File: src/hw/rtl/avs_pkg.sv
// Package for the aging victim select unit.
// Shared widths, defaults, op codes and the command beat passed front to back.
// No dependencies.
`default_nettype none

package avs_pkg;

    localparam int MAX_FRAMES_DEFAULT = 64;
    localparam int AGE_BITS_DEFAULT   = 32;

    localparam int OP_W      = 2;
    localparam int FRAME_W   = 6;
    localparam int AGE_OUT_W = 32;
    localparam int CFG_W     = 7;

    localparam logic [CFG_W-1:0] CFG_RESET = 7'd64;

    localparam int QUEUE_DEPTH = 2;

    localparam logic [OP_W-1:0] OP_REFERENCE = 2'd0;
    localparam logic [OP_W-1:0] OP_INSTALL   = 2'd1;
    localparam logic [OP_W-1:0] OP_VICTIM    = 2'd2;

    typedef enum logic [1:0] {
        CMD_REFERENCE = 2'd0,
        CMD_INSTALL   = 2'd1,
        CMD_VICTIM    = 2'd2
    } cmd_kind_t;

    typedef struct packed {
        cmd_kind_t          kind;
        logic [FRAME_W-1:0] frame;
    } cmd_t;

endpackage

`default_nettype wire

File: src/hw/rtl/aging_victim_select_unit.sv
// Aging victim select unit, top level. The back end applies a reference or install
// in its idle state. Victim request: one pass over the age RAM (one frame per cycle);
// the back end takes no new command until the result is registered. Front queue takes
// beats during a scan while it has room.
// Reset (synchronous, active low) clears marks, hand, queue and result; ages
// need no clearing pass. Depends on avs_pkg, avs_front, avs_back, avs_ram.
`default_nettype none

module aging_victim_select_unit #(
    parameter int MAX_FRAMES = avs_pkg::MAX_FRAMES_DEFAULT,
    parameter int AGE_BITS   = avs_pkg::AGE_BITS_DEFAULT
) (
    input  wire logic                          aclk,
    input  wire logic                          aresetn,
    input  wire logic                          cfg_wr_en,
    input  wire logic [avs_pkg::CFG_W-1:0]     cfg_wr_data,
    input  wire logic                          s_valid,
    output logic                               s_ready,
    input  wire logic [avs_pkg::OP_W-1:0]      s_op,
    input  wire logic [avs_pkg::FRAME_W-1:0]   s_frame_index,
    output logic                               m_valid,
    input  wire logic                          m_ready,
    output logic [avs_pkg::FRAME_W-1:0]        m_victim_frame,
    output logic [avs_pkg::AGE_OUT_W-1:0]      m_victim_age
);
    import avs_pkg::*;

    cmd_t cmd;
    logic cmd_valid;
    logic cmd_ready;

    avs_front #(
        .MAX_FRAMES (MAX_FRAMES)
    ) u_front (
        .aclk          (aclk),
        .aresetn       (aresetn),
        .s_valid       (s_valid),
        .s_ready       (s_ready),
        .s_op          (s_op),
        .s_frame_index (s_frame_index),
        .cmd_valid     (cmd_valid),
        .cmd_ready     (cmd_ready),
        .cmd           (cmd)
    );

    avs_back #(
        .MAX_FRAMES (MAX_FRAMES),
        .AGE_BITS   (AGE_BITS)
    ) u_back (
        .aclk           (aclk),
        .aresetn        (aresetn),
        .cfg_wr_en      (cfg_wr_en),
        .cfg_wr_data    (cfg_wr_data),
        .cmd_valid      (cmd_valid),
        .cmd_ready      (cmd_ready),
        .cmd            (cmd),
        .m_valid        (m_valid),
        .m_ready        (m_ready),
        .m_victim_frame (m_victim_frame),
        .m_victim_age   (m_victim_age)
    );

endmodule

`default_nettype wire

File: src/hw/rtl/avs_ram.sv
// Generic simple dual-port RAM: one write port, one read port, registered read.
// No dependencies.
`default_nettype none

module avs_ram #(
    parameter int WIDTH = 32,
    parameter int DEPTH = 64
) (
    input  wire logic                                   aclk,
    input  wire logic                                   we,
    input  wire logic [(DEPTH > 1 ? $clog2(DEPTH) : 1)-1:0] waddr,
    input  wire logic [WIDTH-1:0]                       wdata,
    input  wire logic [(DEPTH > 1 ? $clog2(DEPTH) : 1)-1:0] raddr,
    output logic      [WIDTH-1:0]                       rdata
);

    logic [WIDTH-1:0] mem [DEPTH];

    always_ff @(posedge aclk) begin
        if (we) begin
            mem[waddr] <= wdata;
        end
        rdata <= mem[raddr];
    end

endmodule

`default_nettype wire

File: src/hw/rtl/avs_front.sv
// Front end: accepts input beats, decodes the op, drops ignored ones and
// queues commands for the back end. Depends on avs_pkg.
`default_nettype none

module avs_front #(
    parameter int MAX_FRAMES = avs_pkg::MAX_FRAMES_DEFAULT
) (
    input  wire logic                        aclk,
    input  wire logic                        aresetn,
    input  wire logic                        s_valid,
    output logic                             s_ready,
    input  wire logic [avs_pkg::OP_W-1:0]    s_op,
    input  wire logic [avs_pkg::FRAME_W-1:0] s_frame_index,
    output logic                             cmd_valid,
    input  wire logic                        cmd_ready,
    output avs_pkg::cmd_t                    cmd
);
    import avs_pkg::*;

    localparam int QW = (QUEUE_DEPTH > 1) ? $clog2(QUEUE_DEPTH) : 1;
    localparam int NW = $clog2(QUEUE_DEPTH + 1);

    cmd_t            q_reg [QUEUE_DEPTH];
    logic [QW-1:0]   wr_ptr_reg, wr_ptr_next;
    logic [QW-1:0]   rd_ptr_reg, rd_ptr_next;
    logic [NW-1:0]   count_reg, count_next;

    logic            keep;
    logic            idx_ok;
    cmd_t            dec_cmd;
    logic            push;
    logic            pop;

    assign idx_ok = (32'(s_frame_index) < 32'(MAX_FRAMES));

    always_comb begin
        keep          = 1'b0;
        dec_cmd.kind  = CMD_REFERENCE;
        dec_cmd.frame = s_frame_index;
        unique case (s_op)
            OP_REFERENCE: begin
                keep         = idx_ok;
                dec_cmd.kind = CMD_REFERENCE;
            end
            OP_INSTALL: begin
                keep         = idx_ok;
                dec_cmd.kind = CMD_INSTALL;
            end
            OP_VICTIM: begin
                keep         = 1'b1;
                dec_cmd.kind = CMD_VICTIM;
            end
            default: begin
                keep = 1'b0;
            end
        endcase
    end

    assign s_ready   = (count_reg != NW'(QUEUE_DEPTH));
    assign cmd_valid = (count_reg != '0);
    assign cmd       = q_reg[rd_ptr_reg];

    assign push = s_valid && s_ready && keep;
    assign pop  = cmd_valid && cmd_ready;

    always_comb begin
        wr_ptr_next = wr_ptr_reg;
        rd_ptr_next = rd_ptr_reg;
        count_next  = count_reg;
        if (push) begin
            wr_ptr_next = (wr_ptr_reg == QW'(QUEUE_DEPTH - 1)) ? '0 : wr_ptr_reg + QW'(1);
        end
        if (pop) begin
            rd_ptr_next = (rd_ptr_reg == QW'(QUEUE_DEPTH - 1)) ? '0 : rd_ptr_reg + QW'(1);
        end
        if (push && !pop) begin
            count_next = count_reg + NW'(1);
        end else if (pop && !push) begin
            count_next = count_reg - NW'(1);
        end
    end

    always_ff @(posedge aclk) begin
        if (!aresetn) begin
            wr_ptr_reg <= '0;
            rd_ptr_reg <= '0;
            count_reg  <= '0;
        end else begin
            wr_ptr_reg <= wr_ptr_next;
            rd_ptr_reg <= rd_ptr_next;
            count_reg  <= count_next;
        end
    end

    always_ff @(posedge aclk) begin
        if (push) begin
            q_reg[wr_ptr_reg] <= dec_cmd;
        end
    end

    a_count_bound: assert property (@(posedge aclk) disable iff (!aresetn)
        count_reg <= NW'(QUEUE_DEPTH))
        else $error("command queue overfilled");

    a_push_has_room: assert property (@(posedge aclk) disable iff (!aresetn)
        push |-> count_reg < NW'(QUEUE_DEPTH))
        else $error("command pushed into full queue");

    a_pop_has_data: assert property (@(posedge aclk) disable iff (!aresetn)
        pop |-> count_reg != '0)
        else $error("command popped from empty queue");

endmodule

`default_nettype wire

File: src/hw/rtl/avs_back.sv
// Back end: applies reference/install commands, runs the aging + victim scan
// pass over the age RAM, and holds the result register. Depends on avs_pkg, avs_ram.
`default_nettype none

module avs_back #(
    parameter int MAX_FRAMES = avs_pkg::MAX_FRAMES_DEFAULT,
    parameter int AGE_BITS   = avs_pkg::AGE_BITS_DEFAULT
) (
    input  wire logic                          aclk,
    input  wire logic                          aresetn,
    input  wire logic                          cfg_wr_en,
    input  wire logic [avs_pkg::CFG_W-1:0]     cfg_wr_data,
    input  wire logic                          cmd_valid,
    output logic                               cmd_ready,
    input  wire avs_pkg::cmd_t                 cmd,
    output logic                               m_valid,
    input  wire logic                          m_ready,
    output logic [avs_pkg::FRAME_W-1:0]        m_victim_frame,
    output logic [avs_pkg::AGE_OUT_W-1:0]      m_victim_age
);
    import avs_pkg::*;

    localparam int FW = (MAX_FRAMES > 1) ? $clog2(MAX_FRAMES) : 1;
    localparam int CW = $clog2(MAX_FRAMES + 1);

    typedef enum logic [2:0] {
        ST_IDLE   = 3'b001,
        ST_SCAN   = 3'b010,
        ST_FINISH = 3'b100
    } state_t;

    state_t                 state_reg, state_next;
    logic [CFG_W-1:0]       cfg_reg;
    logic [MAX_FRAMES-1:0]  ref_reg, ref_next;
    logic [MAX_FRAMES-1:0]  occ_reg, occ_next;
    logic [FW-1:0]          hand_reg, hand_next;
    logic [FW-1:0]          issue_pos_reg, issue_pos_next;
    logic [CW-1:0]          issue_cnt_reg, issue_cnt_next;
    logic                   s1_valid_reg, s1_valid_next;
    logic                   s1_first_reg, s1_first_next;
    logic                   s1_occ_reg, s1_occ_next;
    logic                   s1_ref_reg, s1_ref_next;
    logic [FW-1:0]          s1_pos_reg, s1_pos_next;
    logic [FW-1:0]          best_pos_reg, best_pos_next;
    logic [AGE_BITS-1:0]    best_age_reg, best_age_next;
    logic                   found_zero_reg, found_zero_next;
    logic                   m_valid_reg, m_valid_next;
    logic [FRAME_W-1:0]     m_frame_reg, m_frame_next;
    logic [AGE_OUT_W-1:0]   m_age_reg, m_age_next;

    logic [CW-1:0]          n_frames;
    logic [FW-1:0]          start_pos;
    logic [FW-1:0]          cmd_frame;
    logic [AGE_BITS-1:0]    s1_aged;
    logic                   ram_we;
    logic [FW-1:0]          ram_waddr;
    logic [AGE_BITS-1:0]    ram_wdata;
    logic [AGE_BITS-1:0]    ram_rdata;

    avs_ram #(
        .WIDTH (AGE_BITS),
        .DEPTH (MAX_FRAMES)
    ) u_age_ram (
        .aclk  (aclk),
        .we    (ram_we),
        .waddr (ram_waddr),
        .wdata (ram_wdata),
        .raddr (issue_pos_reg),
        .rdata (ram_rdata)
    );

    always_comb begin
        if (cfg_reg == '0) begin
            n_frames = CW'(1);
        end else if (32'(cfg_reg) > 32'(MAX_FRAMES)) begin
            n_frames = CW'(MAX_FRAMES);
        end else begin
            n_frames = CW'(cfg_reg);
        end
    end

    assign start_pos = (CW'(hand_reg) < n_frames) ? hand_reg : '0;
    assign cmd_frame = FW'(cmd.frame);
    assign cmd_ready = (state_reg == ST_IDLE);

    // Unoccupied frames are never written and count as age zero,
    // so the RAM word is not used for them.
    assign s1_aged = s1_occ_reg ? {s1_ref_reg, ram_rdata[AGE_BITS-1:1]} : '0;

    assign m_valid        = m_valid_reg;
    assign m_victim_frame = m_frame_reg;
    assign m_victim_age   = m_age_reg;

    always_comb begin
        state_next      = state_reg;
        ref_next        = ref_reg;
        occ_next        = occ_reg;
        hand_next       = hand_reg;
        issue_pos_next  = issue_pos_reg;
        issue_cnt_next  = issue_cnt_reg;
        s1_valid_next   = 1'b0;
        s1_first_next   = s1_first_reg;
        s1_occ_next     = s1_occ_reg;
        s1_ref_next     = s1_ref_reg;
        s1_pos_next     = s1_pos_reg;
        best_pos_next   = best_pos_reg;
        best_age_next   = best_age_reg;
        found_zero_next = found_zero_reg;
        m_valid_next    = m_valid_reg && !m_ready;
        m_frame_next    = m_frame_reg;
        m_age_next      = m_age_reg;
        ram_we          = 1'b0;
        ram_waddr       = s1_pos_reg;
        ram_wdata       = s1_aged;

        unique case (state_reg)
            ST_IDLE: begin
                if (cmd_valid) begin
                    case (cmd.kind)
                        CMD_REFERENCE: begin
                            ref_next[cmd_frame] = 1'b1;
                        end
                        CMD_INSTALL: begin
                            ref_next[cmd_frame] = 1'b1;
                            occ_next[cmd_frame] = 1'b1;
                            ram_we              = 1'b1;
                            ram_waddr           = cmd_frame;
                            ram_wdata           = '0;
                        end
                        CMD_VICTIM: begin
                            issue_pos_next  = start_pos;
                            issue_cnt_next  = '0;
                            found_zero_next = 1'b0;
                            state_next      = ST_SCAN;
                        end
                        default: begin
                        end
                    endcase
                end
            end
            ST_SCAN: begin
                if (issue_cnt_reg < n_frames) begin
                    s1_valid_next  = 1'b1;
                    s1_first_next  = (issue_cnt_reg == '0);
                    s1_occ_next    = occ_reg[issue_pos_reg];
                    s1_ref_next    = ref_reg[issue_pos_reg];
                    s1_pos_next    = issue_pos_reg;
                    issue_cnt_next = issue_cnt_reg + CW'(1);
                    issue_pos_next = (CW'(issue_pos_reg) + CW'(1) >= n_frames) ?
                                     '0 : issue_pos_reg + FW'(1);
                end else if (!s1_valid_reg) begin
                    state_next = ST_FINISH;
                end
                if (s1_valid_reg) begin
                    if (s1_occ_reg) begin
                        ram_we              = 1'b1;
                        ref_next[s1_pos_reg] = 1'b0;
                    end
                    if (s1_first_reg) begin
                        best_pos_next   = s1_pos_reg;
                        best_age_next   = s1_aged;
                        found_zero_next = (s1_aged == '0);
                    end else if (!found_zero_reg && s1_aged < best_age_reg) begin
                        best_pos_next   = s1_pos_reg;
                        best_age_next   = s1_aged;
                        found_zero_next = (s1_aged == '0);
                    end
                end
            end
            ST_FINISH: begin
                if (!m_valid_reg || m_ready) begin
                    m_valid_next = 1'b1;
                    m_frame_next = FRAME_W'(best_pos_reg);
                    m_age_next   = AGE_OUT_W'(best_age_reg);
                    hand_next    = (CW'(best_pos_reg) + CW'(1) >= n_frames) ?
                                   '0 : best_pos_reg + FW'(1);
                    state_next   = ST_IDLE;
                end
            end
            default: begin
                state_next = ST_IDLE;
            end
        endcase
    end

    always_ff @(posedge aclk) begin
        if (!aresetn) begin
            state_reg      <= ST_IDLE;
            cfg_reg        <= CFG_RESET;
            ref_reg        <= '0;
            occ_reg        <= '0;
            hand_reg       <= '0;
            issue_cnt_reg  <= '0;
            s1_valid_reg   <= 1'b0;
            found_zero_reg <= 1'b0;
            m_valid_reg    <= 1'b0;
        end else begin
            state_reg      <= state_next;
            if (cfg_wr_en) begin
                cfg_reg <= cfg_wr_data;
            end
            ref_reg        <= ref_next;
            occ_reg        <= occ_next;
            hand_reg       <= hand_next;
            issue_cnt_reg  <= issue_cnt_next;
            s1_valid_reg   <= s1_valid_next;
            found_zero_reg <= found_zero_next;
            m_valid_reg    <= m_valid_next;
        end
    end

    always_ff @(posedge aclk) begin
        issue_pos_reg <= issue_pos_next;
        s1_first_reg  <= s1_first_next;
        s1_occ_reg    <= s1_occ_next;
        s1_ref_reg    <= s1_ref_next;
        s1_pos_reg    <= s1_pos_next;
        best_pos_reg  <= best_pos_next;
        best_age_reg  <= best_age_next;
        m_frame_reg   <= m_frame_next;
        m_age_reg     <= m_age_next;
    end

    a_s1_in_scan: assert property (@(posedge aclk) disable iff (!aresetn)
        s1_valid_reg |-> state_reg == ST_SCAN)
        else $error("read data pending outside scan");

    a_issue_bound: assert property (@(posedge aclk) disable iff (!aresetn)
        state_reg == ST_SCAN |-> issue_cnt_reg <= n_frames)
        else $error("scan issued past active frame count");

    a_victim_in_range: assert property (@(posedge aclk) disable iff (!aresetn)
        state_reg == ST_FINISH |-> CW'(best_pos_reg) < n_frames)
        else $error("victim outside active frames");

endmodule

`default_nettype wire

File: config.mk
export PLATFORM = sky130hd
export DESIGN_NAME = aging_victim_select_unit
export DESIGN_NICKNAME = d
export VERILOG_FILES = /design/src/hw/rtl/avs_pkg.sv /design/src/hw/rtl/aging_victim_select_unit.sv /design/src/hw/rtl/avs_ram.sv /design/src/hw/rtl/avs_front.sv /design/src/hw/rtl/avs_back.sv
export SDC_FILE = /design/constraint.sdc
export NUM_CORES = 2
export LEC_CHECK = 0
export BUFFER_PORTS_ARGS = -buffer_cell sky130_fd_sc_hd__buf_2
export CAP_MARGIN = 20
export CORE_MARGIN = 4
export CORE_UTILIZATION = 55
export CTS_BUF_LIST = sky130_fd_sc_hd__clkbuf_4 sky130_fd_sc_hd__clkbuf_8
export CTS_CLUSTER_DIAMETER = 150
export DETAILED_ROUTE_END_ITERATION = 10
export HOLD_SLACK_MARGIN = 0.15
export PLACE_DENSITY = 0.69
export SLEW_MARGIN = 20
export SYNTH_ARGS = -nofsm -noshare
export SYNTH_HDL_FRONTEND = slang
export SYNTH_SLANG_ARGS = --single-unit
File: constraint.sdc
create_clock -name aclk -period 5 [get_ports aclk]
set_input_delay 1 -clock aclk [delete_from_list [all_inputs] [get_ports aclk]]
set_output_delay 1 -clock aclk [all_outputs]
set_load 0.05 [all_outputs]
==> flow_metrics.env <==
export IMPL_largest_reg_flops=1984
export IMPL_antenna_left=0
export IMPL_io_buffers=59
export IMPL_register_area_sq_um=66600
export IMPL_clkLatencyLatePin_ps=1070
export IMPL_grt_pass1_vias=47000
export IMPL_ioPinCount=60
export IMPL_relSlewSlack=0.201
export IMPL_skew_ps=105
export IMPL_synth_area_mux_share=0.149
export IMPL_cts_buffers=372
export IMPL_syn_inst=4569
export IMPL_grt_pass1_wl_um=327000
export IMPL_arrival_ps=5080
export IMPL_hp_class="in -> reg"
export IMPL_worstPathCellList="mux2_2 -> nand4_1 -> buf_4 -> mux2i_1 -> nand2_1 -> nor2_4 -> buf_4"
export IMPL_routed_via_density=6.40
export IMPL_ys_seq_elements=2281
export IMPL_vias=47100
export IMPL_post_cts_buffers=0
export IMPL_synth_adder_area_share=0.00856
export IMPL_clock_tree_buffer_depth=4
export IMPL_coreArea_sq_um=161000
export IMPL_die_y_um=411
export IMPL_first_iter_violations=6201
export IMPL_hpwlAfterDp_um=132000
export IMPL_rrSetupSlack_ps=570
export IMPL_powerDensity_nw_per_um2=437
export IMPL_cts_tree="done"
export IMPL_fin_nets=4997
export IMPL_clkTransAtPathRegs_ps=60
export IMPL_multi_input_area_sq_um=21700
export IMPL_tightest_slew_ps=1200
export IMPL_path_class="reg -> reg"
export IMPL_setup_violations_final=0
export IMPL_max_freq_ghz=0.226
export IMPL_rsz0062_at_grt="false"
export IMPL_syn2layout_area_growth_pct=12.7
export IMPL_dieWidth_um=411
export IMPL_p_leak_nw=32.6
export IMPL_avgSynthCellArea_sq_um=19.5
export IMPL_async_flop_share=0
export IMPL_layout_drive_gt1_share=0.283
export IMPL_crit_top_cell="buf_4"
export IMPL_overflow=0
export IMPL_synth_edf_count=2091
export IMPL_grt_max_degree=103
export IMPL_hold_buffers=12
export IMPL_slew_violations=0
export IMPL_antenna_found_initial=10
export IMPL_ctsRootBufferMaster="clkbuf_8"
export IMPL_synth_main_ff_cell="edfxtp_1"
export IMPL_cts_resized=0
export IMPL_place_area_sq_um=93000
export IMPL_status="finished with violations"
export IMPL_detail_route_wl_per_cell_um=30.5
export IMPL_die_area_sq_um=169000
export IMPL_final_area_sq_um=101000
export IMPL_ys_types=67
export IMPL_start_util=0.554
export IMPL_clkSinkCount=2281
export IMPL_synth_nets=4650
export IMPL_drt_total_wl_um=224000
export IMPL_hold_viol_final=0
export IMPL_worst_path_max_delay_cell="nor2_4"
export IMPL_max_vdd_ir_drop_mv=0.317
export IMPL_syn_area_sq_um=89200
export IMPL_period_share=0.886
export IMPL_synthXorXnorAreaFrac=0.00108
export IMPL_h_tree_depth=5
export IMPL_synth_yosys_seq_area_share=0.747
export IMPL_critical_path_max_stage_delay_ps=800
export IMPL_synth_compound_area_frac=0.0426
export IMPL_place_gp_congestion=0.873
export IMPL_rows=147
export IMPL_synth_simple_area_share=0.0351
export IMPL_cp_end_kind="flop"
export IMPL_fillers=11000
export IMPL_fin_tns_setup_ps=0
export IMPL_grt_use_total=0.268
export IMPL_synth_top_family_by_area="multiplexers"
export IMPL_drtPass1Iterations=9
export IMPL_period_needed_ps=4430
export IMPL_cap_violations=0
export IMPL_start_kind="flop"
export IMPL_crit_fanout=21
export IMPL_route_detailed_drc=1
export IMPL_yosysWarnings=0
export IMPL_violations="DRC"
export IMPL_critPathRequiredTime_ps=5650
kinds of logic (layout without fill, tap and decap cells):
logic type,Yosys count,count (layout)
buffers and inverters,340,959
AOI/OAI and AO/OA,571,571
xor gates and xnor gates,11,11
adders and majority gates,61,61
and+or+nand+nor,673,673
DFF,2281,2281
muxes,632,632
other,0,4
metal layers:
layer	routed length [um]	part of all wire	vias up	track usage
met4	9060	0.040	4	0.102
met2	105000	0.47	2576	0.411
li1	-	-	19400	-
met1	87100	0.39	24600	0.381
met5	23	0.00010	-	0
met3	22500	0.10	467	0.0621
where the power goes:
part / total, mW / internal (mW) / leakage, nW / switching (mW)
Combinational: 6.19 / 2.00 / 8.19 / 4.19
Sequential: 22.2 / 21.9 / 20.7 / 0.305
Clock: 15.5 / 8.42 / 3.74 / 7.12
per-stage QoR:
stage | cells | utilization | setup slack (ps) | total power [mW] | hold slack (ps)
finish | 7352 | 0.625 | 572 | 43.9 | 268
floorplan | 4569 | - | 1540 | 26.1 | 424
global placement | 6667 | 0.577 | 609 | 28.6 | 433
CTS | 7332 | 0.622 | 624 | 44.1 | 171
detailed placement | 6674 | 0.578 | 647 | 28.7 | 432
global route | 7350 | 0.625 | 444 | 45.4 | 229
worst max-delay path, delay by kind of cell (launching register included):
kind / cells / cell delay, ps
buf+inv: 2 / 610
flops: 1 / 780
mux: 2 / 1020
simple gates: 3 / 1630
final cells by class:
class                   instances  area share
inverters                      87     0.00325
multi-input cells            1948       0.216
repair buffers                226      0.0213
clock buffers                 507      0.0622
flip-flops and latches       2281       0.662
clock inverters               139     0.00772
diodes                          4   0.0000996
well taps                    2160      0.0269
cells in the mapped netlist (23+ instances only):
cell         n  area, sq um
nor3_1      36          180
o21a_1      73          548
dfxtp_1    190         3800
a21oi_1    186          931
nand2_1    161          604
buf_4       28          210
ha_1        61          763
nand3_1     39          195
nor2_1     253          950
buf_1       23         86.3
clkbuf_1   140          526
inv_1       86          323
edfxtp_1  2091        62800
and3_1      33          206
mux2i_1     73          731
buf_2       53          265
o221ai_1    99          867
mux4_2     556        12500
o21ai_0     81          405
and2_1      47          294
cell usage in the layout, fill, tap and decap left out, drive strengths merged, types with 6 or more instances in the layout:
cell type and count:
nand3 39, nor4 11, nor3 36, or3 6
dfxtp 190, mux4 556, o21a 73, nor2b 20
edfxtp 2091, clkinv 127, nand2b 20, a21oi 186
nor3b 23, o21ai 86, o221ai 99, a31oi 12
and2 48, a21o 7, a21boi 22, o22ai 7
o221a 13, nand4 11, xnor2 8, dlygate4sd3 12
bufinv 7, mux2i 73, a22oi 18, inv 87
ha 61, o211ai 18, nand2 161, and3 33
nor2 253, clkbuf 507, buf 214
path summary, 6_finish.rpt:
path                                startpoint  cells after the start                                     to
max                                       flop                      7  u_back.u_age_ram.mem[8][15]$_DFFE_PP_
min                             cfg_wr_data[5]                      3         u_back.cfg_reg[5]$_SDFFE_PN0P_
max reg2reg                               flop                      7  u_back.u_age_ram.mem[8][15]$_DFFE_PP_
min reg2reg  u_back.best_age_reg[28]$_DFFE_PP_                      0      u_back.m_victim_age[28]$_DFFE_PP_
Note: power is estimated with default switching activity, not from simulation.
